--- src/hw/rtl/spmf_pkg.sv ---
// Shared types and constants for the SPI master FIFO controller.
// No dependencies; all files but spmf_ram refer to it by scoped names.
package spmf_pkg;

	// Default sizes handed to the top level parameters
	localparam int unsigned FIFO_DEPTH_DEF   = 16;
	localparam int unsigned RX_THRESHOLD_DEF = 12;

	// Stream widths
	localparam int unsigned IN_W   = 40;
	localparam int unsigned USER_W = 4;
	localparam int unsigned OUT_W  = 40;

	// Operation codes carried in tuser[1:0]
	localparam logic [1:0] OP_TICK  = 2'd0;
	localparam logic [1:0] OP_WRITE = 2'd1;
	localparam logic [1:0] OP_READ  = 2'd2;

	// Register selects carried in tuser[3:2]
	localparam logic [1:0] REG_CTRL = 2'd0;
	localparam logic [1:0] REG_FIFO = 2'd1;
	localparam logic [1:0] REG_DIV  = 2'd2;
	localparam logic [1:0] REG_DLEN = 2'd3;

	// Control register bit positions
	localparam int unsigned CB_CPHA   = 2;
	localparam int unsigned CB_CPOL   = 3;
	localparam int unsigned CB_CLR_TX = 4;
	localparam int unsigned CB_CLR_RX = 5;
	localparam int unsigned CB_CSPOL  = 6;
	localparam int unsigned CB_TA     = 7;
	localparam int unsigned CB_INTD   = 9;
	localparam int unsigned CB_INTR   = 10;

	// Bits of the control word that are stored
	localparam logic [15:0] CTRL_WMASK = 16'h3FCF;

	// Decoded command kinds
	typedef enum logic [2:0] {
		K_NOP,
		K_TICK,
		K_WR_CTRL,
		K_WR_FIFO,
		K_WR_DIV,
		K_RD_STATUS,
		K_RD_FIFO,
		K_RD_DIV
	} cmd_kind_t;

	// One queued command from front to back
	typedef struct packed {
		cmd_kind_t   kind;
		logic [31:0] wdata;
		logic        miso;
	} cmd_t;

	// One result; rdata sits in the lowest bits
	typedef struct packed {
		logic        done_res;
		logic        irq;
		logic [2:0]  cs_lines;
		logic        mosi;
		logic        sck;
		logic [31:0] rdata;
	} result_t;

endpackage

--- src/hw/rtl/spmf_ram.sv ---
// Generic single-write, single-read RAM with a registered read port.
// No dependencies.
module spmf_ram #(
	parameter int unsigned WIDTH = 8,
	parameter int unsigned DEPTH = 16
) (
	input  logic                                   clk,
	input  logic                                   we,
	input  logic [(DEPTH > 1 ? $clog2(DEPTH) : 1)-1:0] waddr,
	input  logic [WIDTH-1:0]                       wdata,
	input  logic [(DEPTH > 1 ? $clog2(DEPTH) : 1)-1:0] raddr,
	output logic [WIDTH-1:0]                       rdata
);

	logic [WIDTH-1:0] mem_q [DEPTH];
	logic [WIDTH-1:0] rdata_q;

	// Read-first storage
	always_ff @(posedge clk) begin
		if (we) begin
			mem_q[waddr] <= wdata;
		end
		rdata_q <= mem_q[raddr];
	end

	assign rdata = rdata_q;

endmodule

--- src/hw/rtl/spmf_front.sv ---
// Front end: accepts stream transactions, decodes them into commands and
// holds them in a two-entry queue for the back end. Uses spmf_pkg.
module spmf_front (
	input  logic                          clk,
	input  logic                          arst_n,
	input  logic                          s_tvalid,
	output logic                          s_tready,
	input  logic [spmf_pkg::IN_W-1:0]     s_tdata,
	input  logic [spmf_pkg::USER_W-1:0]   s_tuser,
	output logic                          cmd_valid,
	output spmf_pkg::cmd_t                cmd,
	input  logic                          cmd_pop
);

	spmf_pkg::cmd_kind_t kind;
	spmf_pkg::cmd_t      cmd_in;
	spmf_pkg::cmd_t      queue_q [2];
	logic                wr_ptr_q;
	logic                rd_ptr_q;
	logic [1:0]          count_q;
	logic                push;

	// Classify the transaction
	always_comb begin
		kind = spmf_pkg::K_NOP;
		case (s_tuser[1:0])
			spmf_pkg::OP_TICK: kind = spmf_pkg::K_TICK;
			spmf_pkg::OP_WRITE: begin
				case (s_tuser[3:2])
					spmf_pkg::REG_CTRL: kind = spmf_pkg::K_WR_CTRL;
					spmf_pkg::REG_FIFO: kind = spmf_pkg::K_WR_FIFO;
					spmf_pkg::REG_DIV:  kind = spmf_pkg::K_WR_DIV;
					spmf_pkg::REG_DLEN: kind = spmf_pkg::K_NOP;
					default:            kind = spmf_pkg::K_NOP;
				endcase
			end
			spmf_pkg::OP_READ: begin
				case (s_tuser[3:2])
					spmf_pkg::REG_CTRL: kind = spmf_pkg::K_RD_STATUS;
					spmf_pkg::REG_FIFO: kind = spmf_pkg::K_RD_FIFO;
					spmf_pkg::REG_DIV:  kind = spmf_pkg::K_RD_DIV;
					spmf_pkg::REG_DLEN: kind = spmf_pkg::K_NOP;
					default:            kind = spmf_pkg::K_NOP;
				endcase
			end
			default: kind = spmf_pkg::K_NOP;
		endcase
		cmd_in.kind  = kind;
		cmd_in.wdata = s_tdata[31:0];
		cmd_in.miso  = s_tdata[32];
	end

	assign s_tready  = (count_q != 2'd2);
	assign push      = s_tvalid && s_tready;
	assign cmd_valid = (count_q != 2'd0);
	assign cmd       = queue_q[rd_ptr_q];

	// Queue storage
	always_ff @(posedge clk) begin
		if (push) begin
			queue_q[wr_ptr_q] <= cmd_in;
		end
	end

	// Queue pointers and fill count
	always_ff @(posedge clk or negedge arst_n) begin
		if (!arst_n) begin
			wr_ptr_q <= 1'b0;
			rd_ptr_q <= 1'b0;
			count_q  <= 2'd0;
		end else begin
			if (push) begin
				wr_ptr_q <= ~wr_ptr_q;
			end
			if (cmd_pop) begin
				rd_ptr_q <= ~rd_ptr_q;
			end
			case ({push, cmd_pop})
				2'b10:   count_q <= count_q + 2'd1;
				2'b01:   count_q <= count_q - 2'd1;
				default: count_q <= count_q;
			endcase
		end
	end

endmodule

--- src/hw/rtl/spmf_back.sv ---
// Back end: control bits, TX/RX FIFOs, clock divider and byte shifter;
// executes one command per cycle into an output register while the
// receiver takes results. Uses spmf_pkg and spmf_ram.
module spmf_back #(
	parameter int unsigned FIFO_DEPTH   = spmf_pkg::FIFO_DEPTH_DEF,
	parameter int unsigned RX_THRESHOLD = spmf_pkg::RX_THRESHOLD_DEF
) (
	input  logic              clk,
	input  logic              arst_n,
	input  logic              cmd_valid,
	input  spmf_pkg::cmd_t    cmd,
	output logic              cmd_pop,
	input  logic              cfg_we,
	input  logic [15:0]       cfg_wdata,
	output logic              out_valid,
	input  logic              out_ready,
	output spmf_pkg::result_t out_data
);

	localparam int unsigned PW = (FIFO_DEPTH > 1) ? $clog2(FIFO_DEPTH) : 1;
	localparam int unsigned LW = $clog2(FIFO_DEPTH + 1);
	localparam int unsigned SW = LW + 1;
	localparam logic [LW-1:0] DEPTH_L = LW'(FIFO_DEPTH);
	localparam logic [7:0]    RXT_C   = 8'(RX_THRESHOLD);

	// Architectural state
	logic [15:0]   ctrl_q, ctrl_d;
	logic [15:0]   div_q, div_d;
	logic [PW-1:0] tx_head_q, tx_head_d, rx_head_q, rx_head_d;
	logic [LW-1:0] tx_level_q, tx_level_d, rx_level_q, rx_level_d;
	logic [7:0]    shift_q, shift_d;
	logic [3:0]    bit_q, bit_d;
	logic          busy_q, busy_d;
	logic [15:0]   cnt_q, cnt_d;
	logic          sck_q, sck_d;
	logic          sampled_q, sampled_d;

	// FIFO memory ports and read bypass
	logic          tx_we, rx_we;
	logic [PW-1:0] tx_waddr, rx_waddr;
	logic [7:0]    tx_wdata, rx_wdata;
	logic [7:0]    tx_rdata, rx_rdata;
	logic          tx_byp_q, rx_byp_q;
	logic [7:0]    tx_byp_data_q, rx_byp_data_q;
	logic [7:0]    tx_head_data, rx_head_data;

	// Output stage
	logic              out_valid_q;
	spmf_pkg::result_t out_data_q;
	spmf_pkg::result_t result;
	logic              fire;

	logic [15:0] half;
	logic [15:0] cnt_inc;
	logic [15:0] new_ctrl;
	logic        done_d, rxr_d, active;

	function automatic logic [PW-1:0] wrap_sum(logic [PW-1:0] head, logic [LW-1:0] lvl);
		logic [SW-1:0] s;
		s = SW'(head) + SW'(lvl);
		if (s >= SW'(FIFO_DEPTH)) begin
			s = s - SW'(FIFO_DEPTH);
		end
		return s[PW-1:0];
	endfunction

	spmf_ram #(.WIDTH(8), .DEPTH(FIFO_DEPTH)) u_tx_ram (
		.clk   (clk),
		.we    (tx_we),
		.waddr (tx_waddr),
		.wdata (tx_wdata),
		.raddr (tx_head_d),
		.rdata (tx_rdata)
	);

	spmf_ram #(.WIDTH(8), .DEPTH(FIFO_DEPTH)) u_rx_ram (
		.clk   (clk),
		.we    (rx_we),
		.waddr (rx_waddr),
		.wdata (rx_wdata),
		.raddr (rx_head_d),
		.rdata (rx_rdata)
	);

	assign tx_head_data = tx_byp_q ? tx_byp_data_q : tx_rdata;
	assign rx_head_data = rx_byp_q ? rx_byp_data_q : rx_rdata;

	// Half SCK period; divider zero means 65536
	always_comb begin
		if (div_q == 16'd0) begin
			half = 16'h8000;
		end else if (div_q[15:1] == 15'd0) begin
			half = 16'd1;
		end else begin
			half = {1'b0, div_q[15:1]};
		end
	end

	assign fire    = cmd_valid && (!out_valid_q || out_ready);
	assign cmd_pop = fire;
	assign cnt_inc = cnt_q + 16'd1;

	// Command execution and next state
	always_comb begin
		ctrl_d     = ctrl_q;
		div_d      = div_q;
		tx_head_d  = tx_head_q;
		rx_head_d  = rx_head_q;
		tx_level_d = tx_level_q;
		rx_level_d = rx_level_q;
		shift_d    = shift_q;
		bit_d      = bit_q;
		busy_d     = busy_q;
		cnt_d      = cnt_q;
		sck_d      = sck_q;
		sampled_d  = sampled_q;
		tx_we      = 1'b0;
		tx_waddr   = wrap_sum(tx_head_q, tx_level_q);
		tx_wdata   = cmd.wdata[7:0];
		rx_we      = 1'b0;
		rx_waddr   = wrap_sum(rx_head_q, rx_level_q);
		rx_wdata   = 8'd0;
		new_ctrl   = cmd.wdata[15:0] & spmf_pkg::CTRL_WMASK;
		result.rdata = 32'd0;

		if (fire) begin
			case (cmd.kind)
				spmf_pkg::K_TICK: begin
					if (ctrl_q[spmf_pkg::CB_TA]) begin
						if (!busy_q) begin
							// load the oldest TX byte
							if (tx_level_q != '0) begin
								shift_d    = tx_head_data;
								tx_head_d  = wrap_sum(tx_head_q, LW'(1));
								tx_level_d = tx_level_q - LW'(1);
								busy_d     = 1'b1;
								bit_d      = 4'd0;
								cnt_d      = 16'd0;
								sampled_d  = 1'b0;
								sck_d      = ctrl_q[spmf_pkg::CB_CPOL];
							end
						end else if (cnt_inc >= half) begin
							// SCK edge: even edges lead, odd edges trail
							cnt_d = 16'd0;
							sck_d = ~sck_q;
							if (!ctrl_q[spmf_pkg::CB_CPHA]) begin
								if (!bit_q[0]) begin
									sampled_d = cmd.miso;
								end else begin
									shift_d = {shift_q[6:0], sampled_q};
								end
							end else begin
								if (!bit_q[0]) begin
									if (bit_q != 4'd0) begin
										shift_d = {shift_q[6:0], sampled_q};
									end
								end else begin
									sampled_d = cmd.miso;
									if (bit_q == 4'hF) begin
										shift_d = {shift_q[6:0], cmd.miso};
									end
								end
							end
							if (bit_q == 4'hF) begin
								// byte complete; dropped when RX is full
								if (rx_level_q < DEPTH_L) begin
									rx_we      = 1'b1;
									rx_wdata   = shift_d;
									rx_level_d = rx_level_q + LW'(1);
								end
								busy_d = 1'b0;
								bit_d  = 4'd0;
							end else begin
								bit_d = bit_q + 4'd1;
							end
						end else begin
							cnt_d = cnt_inc;
						end
					end
				end
				spmf_pkg::K_WR_CTRL: begin
					if (cmd.wdata[spmf_pkg::CB_CLR_TX]) begin
						tx_level_d = '0;
						tx_head_d  = '0;
					end
					if (cmd.wdata[spmf_pkg::CB_CLR_RX]) begin
						rx_level_d = '0;
						rx_head_d  = '0;
					end
					// clearing TA aborts a byte in flight
					if (ctrl_q[spmf_pkg::CB_TA] && !new_ctrl[spmf_pkg::CB_TA]) begin
						busy_d = 1'b0;
						bit_d  = 4'd0;
						cnt_d  = 16'd0;
					end
					ctrl_d = new_ctrl;
				end
				spmf_pkg::K_WR_FIFO: begin
					if (tx_level_q < DEPTH_L) begin
						tx_we      = 1'b1;
						tx_level_d = tx_level_q + LW'(1);
					end
				end
				spmf_pkg::K_WR_DIV: begin
					div_d = cmd.wdata[15:0];
				end
				spmf_pkg::K_RD_STATUS: begin
					result.rdata = {11'd0,
						(rx_level_q == DEPTH_L),
						(8'(rx_level_q) >= RXT_C),
						(tx_level_q < DEPTH_L),
						(rx_level_q != '0),
						(ctrl_q[spmf_pkg::CB_TA] && tx_level_q == '0 && !busy_q),
						ctrl_q};
				end
				spmf_pkg::K_RD_FIFO: begin
					if (rx_level_q != '0) begin
						result.rdata = {24'd0, rx_head_data};
						rx_head_d    = wrap_sum(rx_head_q, LW'(1));
						rx_level_d   = rx_level_q - LW'(1);
					end
				end
				spmf_pkg::K_RD_DIV: begin
					result.rdata = {16'd0, div_q};
				end
				default: begin
				end
			endcase
		end

		if (cfg_we) begin
			div_d = cfg_wdata;
		end

		// Line levels and flags after the step
		result.sck  = busy_d ? sck_d : ctrl_d[spmf_pkg::CB_CPOL];
		result.mosi = busy_d & shift_d[7];
		for (int i = 0; i < 3; i++) begin
			active = ctrl_d[spmf_pkg::CB_TA] && (ctrl_d[1:0] == 2'(i));
			result.cs_lines[i] = (active == ctrl_d[spmf_pkg::CB_CSPOL]);
		end
		done_d = ctrl_d[spmf_pkg::CB_TA] && (tx_level_d == '0) && !busy_d;
		rxr_d  = (8'(rx_level_d) >= RXT_C);
		result.done_res = done_d;
		result.irq = (ctrl_d[spmf_pkg::CB_INTD] && done_d) ||
			(ctrl_d[spmf_pkg::CB_INTR] && rxr_d);
	end

	// State registers
	always_ff @(posedge clk or negedge arst_n) begin
		if (!arst_n) begin
			ctrl_q      <= 16'd0;
			div_q       <= 16'd0;
			tx_head_q   <= '0;
			rx_head_q   <= '0;
			tx_level_q  <= '0;
			rx_level_q  <= '0;
			shift_q     <= 8'd0;
			bit_q       <= 4'd0;
			busy_q      <= 1'b0;
			cnt_q       <= 16'd0;
			sck_q       <= 1'b0;
			sampled_q   <= 1'b0;
			tx_byp_q    <= 1'b0;
			rx_byp_q    <= 1'b0;
			out_valid_q <= 1'b0;
		end else begin
			ctrl_q     <= ctrl_d;
			div_q      <= div_d;
			tx_head_q  <= tx_head_d;
			rx_head_q  <= rx_head_d;
			tx_level_q <= tx_level_d;
			rx_level_q <= rx_level_d;
			shift_q    <= shift_d;
			bit_q      <= bit_d;
			busy_q     <= busy_d;
			cnt_q      <= cnt_d;
			sck_q      <= sck_d;
			sampled_q  <= sampled_d;
			tx_byp_q   <= tx_we && (tx_waddr == tx_head_d);
			rx_byp_q   <= rx_we && (rx_waddr == rx_head_d);
			if (fire) begin
				out_valid_q <= 1'b1;
			end else if (out_ready) begin
				out_valid_q <= 1'b0;
			end
		end
	end

	// Payload registers
	always_ff @(posedge clk) begin
		tx_byp_data_q <= tx_wdata;
		rx_byp_data_q <= rx_wdata;
		if (fire) begin
			out_data_q <= result;
		end
	end

	assign out_valid = out_valid_q;
	assign out_data  = out_data_q;

	a_tx_level: assert property (@(posedge clk) disable iff (!arst_n)
		tx_level_q <= DEPTH_L)
		else $error("TX level above FIFO depth");
	a_rx_level: assert property (@(posedge clk) disable iff (!arst_n)
		rx_level_q <= DEPTH_L)
		else $error("RX level above FIFO depth");
	a_busy_ta: assert property (@(posedge clk) disable iff (!arst_n)
		busy_q |-> ctrl_q[spmf_pkg::CB_TA])
		else $error("shifter busy with transfer inactive");
	a_idle_bit: assert property (@(posedge clk) disable iff (!arst_n)
		!busy_q |-> (bit_q == 4'd0))
		else $error("bit index not cleared while idle");
	a_cnt_range: assert property (@(posedge clk) disable iff (!arst_n)
		!cnt_q[15])
		else $error("divide count out of range");

endmodule

--- src/hw/rtl/spi_master_fifo_controller_core.sv ---
// Top level of the SPI master FIFO controller: front end, command queue and
// back end. Depends on spmf_pkg, spmf_front, spmf_back and spmf_ram.
//
// Usage: each slave-side transaction carries one bus read, one bus write or
// one core clock tick (tuser op), with the register select in tuser and the
// write data and the MISO sample in tdata. Every accepted transaction gives
// exactly one master-side transaction with the read data and the SCK, MOSI,
// chip select, IRQ and DONE levels as they stand after that step.
// The clock divider may also be loaded through cfg_we/cfg_wdata while idle.
// Each transaction passes the command queue and then the output register.
// Throughput: one transaction per cycle unless the receiver stalls; the back
// end executes a whole step, including FIFO access through registered-read
// RAMs with a write bypass, as one state update. SCK speed is set by the
// divider counting tick transactions. Reset clears control bits, FIFO levels
// and pointers, the shifter and the divider (which then means 65536); FIFO
// contents are left as they are. When the receiver stalls, the result waits
// in the output register, the two-entry queue fills behind it and
// s_axis_tready then drops until the result is taken.
module spi_master_fifo_controller_core #(
	parameter int unsigned FIFO_DEPTH   = spmf_pkg::FIFO_DEPTH_DEF,
	parameter int unsigned RX_THRESHOLD = spmf_pkg::RX_THRESHOLD_DEF
) (
	input  logic                         clk,
	input  logic                         arst_n,
	input  logic                         s_axis_tvalid,
	output logic                         s_axis_tready,
	// [31:0] wdata, [32] miso, [39:33] zero
	input  logic [spmf_pkg::IN_W-1:0]    s_axis_tdata,
	// [1:0] op, [3:2] reg_sel
	input  logic [spmf_pkg::USER_W-1:0]  s_axis_tuser,
	output logic                         m_axis_tvalid,
	input  logic                         m_axis_tready,
	// [31:0] rdata, [32] sck, [33] mosi, [36:34] cs_lines, [37] irq,
	// [38] done_res, [39] zero
	output logic [spmf_pkg::OUT_W-1:0]   m_axis_tdata,
	input  logic                         cfg_we,
	input  logic [15:0]                  cfg_wdata
);

	logic              cmd_valid;
	logic              cmd_pop;
	spmf_pkg::cmd_t    cmd;
	spmf_pkg::result_t out_data;

	spmf_front u_front (
		.clk       (clk),
		.arst_n    (arst_n),
		.s_tvalid  (s_axis_tvalid),
		.s_tready  (s_axis_tready),
		.s_tdata   (s_axis_tdata),
		.s_tuser   (s_axis_tuser),
		.cmd_valid (cmd_valid),
		.cmd       (cmd),
		.cmd_pop   (cmd_pop)
	);

	spmf_back #(
		.FIFO_DEPTH   (FIFO_DEPTH),
		.RX_THRESHOLD (RX_THRESHOLD)
	) u_back (
		.clk       (clk),
		.arst_n    (arst_n),
		.cmd_valid (cmd_valid),
		.cmd       (cmd),
		.cmd_pop   (cmd_pop),
		.cfg_we    (cfg_we),
		.cfg_wdata (cfg_wdata),
		.out_valid (m_axis_tvalid),
		.out_ready (m_axis_tready),
		.out_data  (out_data)
	);

	assign m_axis_tdata = {1'b0, out_data};

endmodule

--- config.mk ---
export PLATFORM = sky130hd
export DESIGN_NAME = spi_master_fifo_controller_core
export DESIGN_NICKNAME = d
export VERILOG_FILES = /design/src/hw/rtl/spmf_pkg.sv /design/src/hw/rtl/spmf_ram.sv /design/src/hw/rtl/spmf_front.sv /design/src/hw/rtl/spmf_back.sv /design/src/hw/rtl/spi_master_fifo_controller_core.sv
export SDC_FILE = /design/constraint.sdc
export NUM_CORES = 1
export LEC_CHECK = 0
export CAP_MARGIN = 20
export CORE_MARGIN = 2
export CORE_UTILIZATION = 40
export DETAILED_ROUTE_END_ITERATION = 10
export DONT_BUFFER_PORTS = 1
export PLACE_DENSITY = 0.68
export REMOVE_ABC_BUFFERS = 1
export SLEW_MARGIN = 5
export SYNTH_ARGS = -nofsm -noshare
export SYNTH_HDL_FRONTEND = slang
export SYNTH_SLANG_ARGS = --single-unit
--- constraint.sdc ---
create_clock -name clk -period 4.7 [get_ports clk]
set_input_delay 0.94 -clock clk [delete_from_list [all_inputs] [get_ports clk]]
set_output_delay 0.94 -clock clk [all_outputs]
set_load 0.02 [all_outputs]
==> flow_summary.toml, run 1 <==
[status]
outcome = "completed"

[timing]
timing.final.setup_violations = 0
worst_clock_skew_ns = 0.0168
timing_worst_slew_pin_value_ns = 1.06
layout_min_cycle_time_ns = 4.43
final_max_tran_viols = 0
finalHoldViolCount = 0
grt_setup_unrepaired = "false"
final.setup.tns_ns = 0
min_period_over_period_pct = 94.2
max_slew_margin_pct = 29.1
timing.fmax_mhz = 226

[worst_setup_path]
critical_path_class = "reg2reg"
cp_max_fo = 8
critPathRequiredTime_ns = 4.96
crit_path_end_kind = "flop"
startpoint_type_of_the_worst_setup_path = "flop"
worst_path_most_repeated_cell = "sky130_fd_sc_hd__and3_1"
critPathArrivalTime_ns = 4.68
cp_slowest_stage_delay_ns = 0.59
crit_chain = "ha_1 > and3_1 > and3_1 > and3_1 > and3_2 > nand3_1 > xnor2_1 > ha_1 > nand2_1 > o21ai_1 > inv_1 > a21boi_1 > nand2_1 > or4_1 > or3_4 > nor2_1 > buf_4"
crit_path_top_delay_cell = "sky130_fd_sc_hd__or4_1"

[logic_synthesis]
post-synth-top-count-cell = "sky130_fd_sc_hd__edfxtp_1"
number_of_synthesized_flops_with_an_enable_pin = 324
post_synth_design_cell_area_mm2 = 0.0199
synthTopCellsByArea = "sky130_fd_sc_hd__edfxtp_1, sky130_fd_sc_hd__dfrtp_1, sky130_fd_sc_hd__mux2i_1"
synth.largest_area_cell = "sky130_fd_sc_hd__edfxtp_1"
asyncSetResetFlopFracSynth_pct = 19.1
yosysSeqAreaShare_pct = 62.7
yosys_most_used_dff = "sky130_fd_sc_hd__edfxtp_1"
netlist_instances = 1481
syn_area_per_cell_um2 = 13.4
ys_top_cells_by_count = "sky130_fd_sc_hd__edfxtp_1, sky130_fd_sc_hd__mux2i_1, sky130_fd_sc_hd__nand2_1"
netlist-cell-type-count = 93
postSynthRegisterBits = 440
synth.top_cell.area_share_pct = 48.9
synth-warning-count = 0

[finish]
area_growth_pct = 11.2
postLayoutCoreUtil_pct = 45.1
diodes = 0
final_layout_size_suffix_gt1_share_pct = 10.3
finish.net_count = 1612

[grt]
grt_pass1_vias = 11620
global_route_wire_length_before_repair_um = 68300
use_met1_pct = 24.9
grt_antenna_before_repair = 1
met3_use_gr_pct = 2.96
grt_use_met2_pct = 27.4
grt_busiest_layer = "met2"
grt_max_degree = 85
globalRouteTotalUtil_pct = 17.3
globalRouteOverflowTotal = 0

[placement]
routabilityCongestion = 0.886
detailed_place_hpwl_um = 29900
port-buffer-count = 0

[die]
die_height_um = 227
placementRows = 81
floorplan.die_area_mm2 = 0.0516
initial_core_util_pct = 40.6
io_pins = 107
chipWidth_um = 227
core-area_mm2 = 0.0491

[detailed_routing]
drt_first_iter_violations = 1056
wl_per_cell_um = 20.2
total_iterations_of_the_first_detailed_routing_run = 5
antenna_violating_nets_post_route = 0
viasPerCell = 5.45
detail_route.wirelength_um = 44600
routed-via-count = 12030
total_drc_errors_in_the_routed_layout = 0

[power_and_ir_drop]
vdd_ir_drop_max_v = 0.000367
total_power_uw = 12100
pint_uw = 8010
power.switching_fraction_pct = 34.0
power_leakage_uw = 0.00838
power_frac_clock_pct = 28.1
powerDensity_mw_per_mm2 = 549
p_sw_uw = 4130
comb_power_share_pct = 27.2
share_seq_of_total_power_pct = 44.8

[worst_hold_path]
worstHoldPathType = "in2async"

[job]
cap_viol_max_count = 0

[clock_tree]
clock_path_buffers = 3
clock_insertion_delay_worst_skew_ns = 0.56
tritoncts.num_buffers = 43
cts.sink_count = 440
htreeDepth = 2
clockRootBuffer = "sky130_fd_sc_hd__clkbuf_16"
clk_pin_slew_ns = 0.06
cts_tree = "yes"
hold_buffers = 0
[worst paths after layout]
| path | slack, ns | start | cells after the start | to |
|---|---|---|---|---|
| hold reg to reg | 0.48 | u_back.ctrl_q[8] | 2 | u_back.ctrl_q[8] |
| max in group asynchronous | 4.43 | arst_n | 0 | u_back.cnt_q[5] |
| setup / recovery | 0.27 | u_back.cnt_q[1] | 17 | u_back.u_rx_ram.mem_q[11][7] |
| hold / removal | 0.07 | arst_n | 0 | u_front.wr_ptr_q |
| min in group clk | 0.47 | s_axis_tdata[10] | 0 | u_front.queue_q[1][11] |
| setup reg to reg | 0.27 | u_back.cnt_q[1] | 17 | u_back.u_rx_ram.mem_q[11][7] |
[sequential cells by signal, summed over array words and instances (netlist names), 2 cells and up]
register and flops:
u_back.u_rx_ram.rdata 8, u_back.shift_q 8, u_back.rx_head_q 4, u_back.bit_q 4, u_back.rx_byp_data_q 8, u_back.u_tx_ram.rdata 8, u_back.u_tx_ram.mem_q 128, u_back.rx_level_q 5
u_front.queue_q 40, u_back.tx_head_q 4, u_front.count_q 2, u_back.out_data 28, u_back.ctrl_q 12, u_back.cnt_q 16, u_back.tx_byp_data_q 8, u_back.u_rx_ram.mem_q 128
u_back.tx_level_q 5, u_back.div_q 16
[per-layer routing]
layer / wire (µm) / vias to the layer above
met5: 0 / -
met4: 817 / 0
met3: 2820 / 69
met2: 20600 / 408
met1: 20400 / 5949
li1: - / 5604
[power by group through the flow]
| stage | clock (µW) | combinational [µW] | sequential (µW) |
|---|---|---|---|
| 6_report | 3410 | 3300 | 5430 |
| 5_1_grt | 3630 | 3600 | 5490 |
| 4_1_cts | 3460 | 3270 | 5420 |
| 3_5_place_dp | 0 | 3260 | 5500 |
| 3_3_place_gp | 0 | 3180 | 5480 |
| 2_1_floorplan | 0 | 2350 | 5360 |
[cell families after synthesis]
family                     count (synthesis)  synth area share, %
AOI/OAI and AO/OA                        275                 9.28
and+or+nand+nor                          330                 8.37
adders and majority gates                 40                 2.59
buffers and inverters                    131                 3.42
muxes                                    227                 12.0
DFF                                      440                 62.7
xor gates and xnor gates                  37                 1.63
other                                      1               0.0188
[final cells by class]
class	instances	area, µm²
clock buffers	53	1140
clock inverters	27	243
fillers	4413	26900
inverters	51	191
multi-input cells	921	6830
flip-flops and latches	440	12500
well taps	664	831
repair buffers	50	408
[layout by cell type, fill, tap and decap left out, types with 16 or more instances in the layout]
cell,synthesis,layout
sky130_fd_sc_hd__ha_1,38,38
sky130_fd_sc_hd__xnor2_1,22,22
sky130_fd_sc_hd__nand3_1,20,20
sky130_fd_sc_hd__inv_1,49,48
sky130_fd_sc_hd__nand2_1,97,97
sky130_fd_sc_hd__a22o_1,17,16
sky130_fd_sc_hd__nor2_1,82,81
sky130_fd_sc_hd__o21ai_0,80,78
sky130_fd_sc_hd__nor3_1,16,16
sky130_fd_sc_hd__dfxtp_1,32,32
sky130_fd_sc_hd__a21oi_1,38,38
sky130_fd_sc_hd__o22ai_1,17,17
sky130_fd_sc_hd__edfxtp_1,324,324
sky130_fd_sc_hd__dfrtp_1,84,84
sky130_fd_sc_hd__mux2i_1,205,205
sky130_fd_sc_hd__buf_4,20,47
sky130_fd_sc_hd__clkbuf_16,0,44
sky130_fd_sc_hd__clkinv_1,1,16
sky130_fd_sc_hd__nor2b_1,26,26
[worst max-delay path, delay by kind of cell, from the launching register on]
family	cells	cell delay [ns]
buf+inv	2	0.29
fa+ha+maj	2	0.48
simple gates	10	2.39
flops	1	0.40
xor+xnor	1	0.17
compound gates	2	0.39
[through the flow]
| stage | std cells | cell area (µm²) | setup slack (ns) | hold slack (ns) |
|---|---|---|---|---|
| after floorplan | 1412 | 19500 | -0.746 | 0.450 |
| after global placement | 2124 | 20700 | 0.130 | 0.461 |
| after detailed placement | 2124 | 20700 | 0.0463 | 0.471 |
| after CTS | 2204 | 22100 | 0.0194 | 0.0497 |
| after global routing | 2206 | 22100 | 0.00608 | 0.0428 |
| final | 2206 | 22100 | 0.274 | 0.0699 |
[what timing repair did]
item                                    4_1_cts  5_1_grt
resized for setup                             0        5
buffers inserted                              0        0
endpoints found under the setup margin        0      128
Note: power is estimated with default switching activity, not from simulation.
==> run 2, diff against run 1 <==
--- a/config.mk
+++ b/config.mk
@@ -7,10 +7,10 @@
 export LEC_CHECK = 0
 export CAP_MARGIN = 20
 export CORE_MARGIN = 2
-export CORE_UTILIZATION = 40
+export CORE_UTILIZATION = 37
 export DETAILED_ROUTE_END_ITERATION = 10
 export DONT_BUFFER_PORTS = 1
-export PLACE_DENSITY = 0.68
+export PLACE_DENSITY = 0.65
 export REMOVE_ABC_BUFFERS = 1
 export SLEW_MARGIN = 5
 export SYNTH_ARGS = -nofsm -noshare
==> flow_summary.toml, run 2 (synthesis gave the netlist of run 1 again) <==
[timing]
timing.final.setup_violations = 0
finalHoldViolCount = 0
setup_ws_ns = 0.229
max_slew_margin_pct = 29.2
final_max_tran_viols = 0
timing_worst_slew_pin_value_ns = 1.06
grt_setup_unrepaired = "false"
worst_clock_skew_ns = 0.0209
timing.fmax_mhz = 224
layout_min_cycle_time_ns = 4.47
min_period_over_period_pct = 95.1

[detailed_routing]
antenna_violating_nets_post_route = 0
wl_per_cell_um = 20.0
total_iterations_of_the_first_detailed_routing_run = 5
total_drc_errors_in_the_routed_layout = 0
viasPerCell = 5.37
detail_route.wirelength_um = 44700
routed-via-count = 11991
drt_first_iter_violations = 896

[finish]
final_layout_size_suffix_gt1_share_pct = 10.7
finish.net_count = 1608
largest_registers = "u_back.u_rx_ram.mem_q x128, u_back.u_tx_ram.mem_q x128, u_front.queue_q x40"
layout.cell_area.non_filler_mm2 = 0.0222
mostFrequentLayoutCell = "sky130_fd_sc_hd__edfxtp_1"
area_growth_pct = 11.6
diodes = 0
layout.cells.most_common_list = "sky130_fd_sc_hd__edfxtp_1, sky130_fd_sc_hd__mux2i_1, sky130_fd_sc_hd__nand2_1, sky130_fd_sc_hd__dfrtp_1, sky130_fd_sc_hd__nor2_1"
final-instance-count-excl-fill = 2233

[power_and_ir_drop]
share_seq_of_total_power_pct = 44.3
p_sw_uw = 4090
comb_power_share_pct = 26.8
power_frac_clock_pct = 28.9
pint_uw = 8130
power_leakage_uw = 0.00842
total_power_uw = 12200
powerDensity_mw_per_mm2 = 550
vdd_ir_drop_max_v = 0.000389
power.switching_fraction_pct = 33.5

[worst_setup_path]
critical_path_class = "reg2reg"
crit_path_end_kind = "flop"
cp_max_fo = 8
critPathArrivalTime_ns = 4.72
startpoint_type_of_the_worst_setup_path = "flop"
critPathRequiredTime_ns = 4.95

[die]
chipWidth_um = 236
initial_core_util_pct = 37.2
placementRows = 85
core-area_mm2 = 0.0535
io_pins = 107
floorplan.die_area_mm2 = 0.0557
die_height_um = 236

[placement]
detailed_place_hpwl_um = 30100
place_area_mm2 = 0.0207
dpl.cell_count = 2153
port-buffer-count = 0
routabilityCongestion = 0.869
pre_cts_slack_ns = 0.168

[status]
outcome = "completed"

[clock_tree]
clk_pin_slew_ns = 0.06
htreeDepth = 2
cts.sink_count = 440
tritoncts.num_buffers = 43
clock_path_buffers = 3
clock_insertion_delay_worst_skew_ns = 0.55
clockRootBuffer = "sky130_fd_sc_hd__clkbuf_16"
hold_buffers = 0
cts_tree = "yes"
post_cts.repair.setup_buffers = 0

[grt]
grt_max_degree = 85
global_route_wire_length_before_repair_um = 68200
grt_antenna_before_repair = 0
globalRouteOverflowTotal = 0
grt_pass1_vias = 11670
globalRouteTotalUtil_pct = 15.7

[job]
cap_viol_max_count = 0

[worst_hold_path]
worstHoldPathType = "in2async"
[run 2: cell types whose count changed in the layout (fill, tap and decap cells not counted), sizes merged]
cell,delta
buf,-4
clkinv,-3
bufinv,+2
clkbuf,-1
inv,+1
[run 2: worst max-delay path, stage by stage, from the launching register on]
cell,delay (ns)
sky130_fd_sc_hd__dfrtp_1,0.42
sky130_fd_sc_hd__ha_1,0.25
sky130_fd_sc_hd__and3_1,0.22
sky130_fd_sc_hd__and3_1,0.24
sky130_fd_sc_hd__and3_1,0.26
sky130_fd_sc_hd__and3_1,0.23
sky130_fd_sc_hd__buf_4,0.15
sky130_fd_sc_hd__xor2_1,0.14
sky130_fd_sc_hd__ha_1,0.30
sky130_fd_sc_hd__nand4_1,0.12
sky130_fd_sc_hd__a311oi_2,0.27
sky130_fd_sc_hd__or3b_2,0.21
sky130_fd_sc_hd__nand2_1,0.09
sky130_fd_sc_hd__or4_4,0.52
sky130_fd_sc_hd__or3_4,0.42
sky130_fd_sc_hd__nor2_1,0.14
sky130_fd_sc_hd__buf_4,0.20
[run 2: area by class of cell]
cell class                 count  area, µm²
clock buffer                  52       1160
clock inverter                27        293
fill                        4900      31300
inverter                      51        191
multi-input combinational    921       6840
sequential                   440      12500
tap                          696        871
timing repair buffer          46        390
[run 2: power by group through the flow]
stage	clock network, µW	logic, µW	registers, µW
after floorplan	0	2350	5360
after CTS	3600	3260	5410
after global placement	0	3140	5470
final	3530	3280	5420
after detailed placement	0	3240	5490
after global routing	3760	3560	5470
[run 2: metal layers]
metal  routed length, µm  vias up  global-route usage, %
met1               20400     6008                   21.7
met4                 964        0                   4.36
met3                1880       63                   2.04
met5                   0        -                      0
li1                    -     5592                      -
met2               21400      328                   26.0
[run 2: worst paths after layout]
| kind | startpoint | slack (ns) | end | cells past startpoint |
|---|---|---|---|---|
| worst max-delay path | u_back.cnt_q[1] | 0.23 | u_back.u_rx_ram.mem_q[11][5] | 16 |
| min in group clk | s_axis_tdata[10] | 0.48 | u_front.queue_q[0][11] | 0 |
| worst min register to register | u_back.ctrl_q[8] | 0.48 | u_back.ctrl_q[8] | 2 |
| worst max register to register | u_back.cnt_q[1] | 0.23 | u_back.u_rx_ram.mem_q[11][5] | 16 |
| worst min-delay path | arst_n | 0.08 | u_back.div_q[12] | 0 |
| max in group asynchronous | arst_n | 4.49 | u_back.rx_head_q[3] | 0 |
[run 2: stage by stage]
stage                     util, %  hold WS, ns  TNS [ns]
after floorplan                 -        0.450     -7.52
after global placement       38.7        0.464         0
after detailed placement     38.8        0.475         0
after CTS                    41.5       0.0526         0
after global routing         41.5       0.0527         0
final                        41.5       0.0788         0
[run 2: repair_timing]
action | 4_1_cts | 5_1_grt
hold endpoints to repair | 0 | 0
endpoints found under the setup margin | 0 | 128
gates resized for setup | 0 | 7
==> run 3, diff against run 2 <==
--- a/config.mk
+++ b/config.mk
@@ -5,6 +5,7 @@
 export SDC_FILE = /design/constraint.sdc
 export NUM_CORES = 1
 export LEC_CHECK = 0
+export ABC_AREA = 1
 export CAP_MARGIN = 20
 export CORE_MARGIN = 2
 export CORE_UTILIZATION = 37
==> flow_summary.toml, run 3 <==
[status]
outcome = "completed"

[worst_setup_path]
critPathRequiredTime_ns = 4.99
crit_chain = "ha_1 > nand2_1 > nor2_1 > nand3_1 > nor2_1 > nand2_1 > nor3_2 > nand4_1 > xor2_1 > inv_1 > ha_1 > nand2_1 > nor3_1 > nand2_1 > nand2_1 > nand2_1 > nor2_4 > nand4_1 > nor2_2 > nand2_1 > nor2_1 > buf_4"
cp_max_fo = 8
cp_top_family = "simple AND/OR/NAND/NOR gates"
startpoint_type_of_the_worst_setup_path = "flop"
cp_num_buf_inv = 2
cp_slowest_stage_delay_ns = 0.42
crit_path_top_delay_cell = "sky130_fd_sc_hd__dfrtp_1"
worst_path_most_repeated_cell = "sky130_fd_sc_hd__nand2_1"
critical_path_class = "reg2reg"
critPathArrivalTime_ns = 4.51
crit_path_end_kind = "flop"

[die]
chipWidth_um = 238
floorplan.die_area_mm2 = 0.0565
die_height_um = 238
initial_core_util_pct = 37.5
io_pins = 107
core-area_mm2 = 0.0539
placementRows = 85

[logic_synthesis]
syn_area_per_cell_um2 = 10.1
asyncSetResetFlopFracSynth_pct = 19.1
synth.top_cell.area_share_pct = 48.2
netlist-cell-type-count = 54
yosys_most_used_dff = "sky130_fd_sc_hd__edfxtp_1"
synth-warning-count = 0
post-synth-top-count-cell = "sky130_fd_sc_hd__nand2_1"
synth.largest_area_cell = "sky130_fd_sc_hd__edfxtp_1"
number_of_synthesized_flops_with_an_enable_pin = 324
synthTopCellsByArea = "sky130_fd_sc_hd__edfxtp_1, sky130_fd_sc_hd__dfrtp_1, sky130_fd_sc_hd__nand2_1"
yosysSeqAreaShare_pct = 61.7
netlist_instances = 1991
post_synth_design_cell_area_mm2 = 0.0202
postSynthRegisterBits = 440
ys_top_cells_by_count = "sky130_fd_sc_hd__nand2_1, sky130_fd_sc_hd__edfxtp_1, sky130_fd_sc_hd__inv_1"

[clock_tree]
cts_tree = "yes"
clock_path_buffers = 3
clockRootBuffer = "sky130_fd_sc_hd__clkbuf_16"
htreeDepth = 2
clock_insertion_delay_worst_skew_ns = 0.58
clk_pin_slew_ns = 0.06
hold_buffers = 0
post_cts.repair.setup_buffers = 0
tritoncts.num_buffers = 46
cts.sink_count = 440

[timing]
grt_setup_unrepaired = "false"
worst_clock_skew_ns = 0.0308
final_max_tran_viols = 0
final.setup.tns_ns = 0
worst_hold_slack_ns = 0.0578
finalHoldViolCount = 0
timing.final.setup_violations = 0
layout_min_cycle_time_ns = 4.22
timing_worst_slew_pin_value_ns = 0.900
min_period_over_period_pct = 89.9
timing.fmax_mhz = 237
max_slew_margin_pct = 39.8

[finish]
layout.cells.most_common_list = "sky130_fd_sc_hd__nand2_1, sky130_fd_sc_hd__edfxtp_1, sky130_fd_sc_hd__inv_1, sky130_fd_sc_hd__nand3_1, sky130_fd_sc_hd__nor2_1"
finish.net_count = 2111
final_layout_size_suffix_gt1_share_pct = 8.56
area_growth_pct = 11.6
final.fill_count = 5065
largest_registers = "u_back.u_rx_ram.mem_q x128, u_back.u_tx_ram.mem_q x128, u_front.queue_q x40"
mostFrequentLayoutCell = "sky130_fd_sc_hd__nand2_1"
layout.cell_area.non_filler_mm2 = 0.0225

[power_and_ir_drop]
comb_power_share_pct = 35.1
power_leakage_uw = 0.00913
pint_uw = 8440
vdd_ir_drop_max_v = 0.000369
share_seq_of_total_power_pct = 39.5
powerDensity_mw_per_mm2 = 627
p_sw_uw = 5680
power.switching_fraction_pct = 40.2
power_frac_clock_pct = 25.4

[grt]
grt_pass1_vias = 13421
global_route_wire_length_before_repair_um = 78800
globalRouteOverflowTotal = 0
grt_use_met2_pct = 29.7
grt_busiest_layer = "met2"
met3_use_gr_pct = 3.04
grt_max_degree = 85
grt_antenna_before_repair = 2
globalRouteTotalUtil_pct = 18.2
use_met1_pct = 24.1

[detailed_routing]
detail_route.wirelength_um = 51700
viasPerCell = 5.18
antenna_violating_nets_post_route = 0
wl_per_cell_um = 18.8
routed-via-count = 14195
drt_first_iter_violations = 1404
total_iterations_of_the_first_detailed_routing_run = 6
total_drc_errors_in_the_routed_layout = 0

[worst_hold_path]
worstHoldPathType = "in2async"

[placement]
port-buffer-count = 0
routabilityCongestion = 0.882
place_area_mm2 = 0.0210
detailed_place_hpwl_um = 35400

[job]
cap_viol_max_count = 0
-- run 3: cell types whose count changed after synthesis, sizes merged, moves of 14 or more --
cell,before,now
a21oi,39,87
and3,14,0
buf,52,66
inv,50,227
mux2i,205,14
nand2,97,471
nand3,20,190
nor2,83,125
nor2b,26,0
o211ai,16,60
o21ai,86,119
xnor2,22,7
xor2,15,30
-- run 3: layer usage --
layer | vias up | routed length (µm) | share of wire [%]
li1 | 6815 | - | -
met1 | 6778 | 22100 | 43
met2 | 503 | 24700 | 48
met3 | 97 | 2970 | 5.8
met4 | 2 | 1940 | 3.8
met5 | - | 9 | 0.017
-- run 3: what timing repair did --
action / 4_1_cts / 5_1_grt
resized for setup: 0 / 5
endpoints found under the setup margin: 0 / 183
hold endpoints to repair: 0 / 0
-- run 3: worst reg2reg max path, cell delays in order (launching register included) --
cell	delay (ns)
sky130_fd_sc_hd__dfrtp_1	0.42
sky130_fd_sc_hd__ha_1	0.22
sky130_fd_sc_hd__nand2_1	0.07
sky130_fd_sc_hd__nor2_1	0.16
sky130_fd_sc_hd__nand3_1	0.14
sky130_fd_sc_hd__nor2_1	0.12
sky130_fd_sc_hd__nand2_1	0.09
sky130_fd_sc_hd__nor3_2	0.21
sky130_fd_sc_hd__nand4_1	0.14
sky130_fd_sc_hd__xor2_1	0.18
sky130_fd_sc_hd__inv_1	0.06
sky130_fd_sc_hd__ha_1	0.27
sky130_fd_sc_hd__nand2_1	0.08
sky130_fd_sc_hd__nor3_1	0.21
sky130_fd_sc_hd__nand2_1	0.07
sky130_fd_sc_hd__nand2_1	0.20
sky130_fd_sc_hd__nand2_1	0.17
sky130_fd_sc_hd__nor2_4	0.18
sky130_fd_sc_hd__nand4_1	0.24
sky130_fd_sc_hd__nor2_2	0.21
sky130_fd_sc_hd__nand2_1	0.14
sky130_fd_sc_hd__nor2_1	0.14
sky130_fd_sc_hd__buf_4	0.19
-- run 3: metrics by stage --
| step | worst slack [ns] | util (%) | std cells | total power [µW] |
|---|---|---|---|---|
| 3_5_place_dp | 0.304 | 38.9 | 2654 | 10600 |
| 3_3_place_gp | 0.392 | 38.9 | 2654 | 10400 |
| 4_1_cts | 0.291 | 41.7 | 2740 | 14200 |
| 6_report | 0.477 | 41.8 | 2741 | 14100 |
| 2_1_floorplan | -0.718 | - | 1912 | 8800 |
| 5_1_grt | 0.0169 | 41.8 | 2740 | 15000 |
-- run 3: cells by family after synthesis --
family          share of synthesized area, %
simple gates                            17.3
flops                                   61.7
buf+inv                                 6.76
compound gates                          9.17
fa+ha+maj                               2.55
xor+xnor                                1.60
mux                                    0.805
other cells                           0.0186
-- run 3: power by group through the flow --
stage | clock network (µW) | registers, µW | logic, µW
floorplan | 0 | 5510 | 3290
global placement | 0 | 5640 | 4800
detailed placement | 0 | 5660 | 4900
CTS | 3660 | 5580 | 4930
global route | 3830 | 5640 | 5510
finish | 3590 | 5580 | 4960
-- run 3: area by class of cell --
type | count | area (µm²) | share of cell area (%)
antenna | 1 | 2.50 | 0.0111
clock buffer | 60 | 1270 | 5.65
clock inverter | 26 | 235 | 1.04
inverter | 231 | 867 | 3.85
multi-input combinational | 1241 | 6450 | 28.6
sequential | 440 | 12500 | 55.3
tap | 696 | 871 | 3.86
timing repair buffer | 46 | 358 | 1.59
-- run 3: final timing paths --
kind / start / end / slack, ns / cells after the start
max: u_back.cnt_q[0] / u_back.u_rx_ram.mem_q[1][7] / 0.48 / 22
min: arst_n / u_back.ctrl_q[11] / 0.06 / 0
max reg2reg: u_back.cnt_q[0] / u_back.u_rx_ram.mem_q[1][7] / 0.48 / 22
min reg2reg: u_back.ctrl_q[11] / u_back.ctrl_q[11] / 0.50 / 2
max in group asynchronous: arst_n / u_back.ctrl_q[1] / 4.46 / 0
min in group clk: s_axis_tdata[5] / u_front.queue_q[0][6] / 0.46 / 0
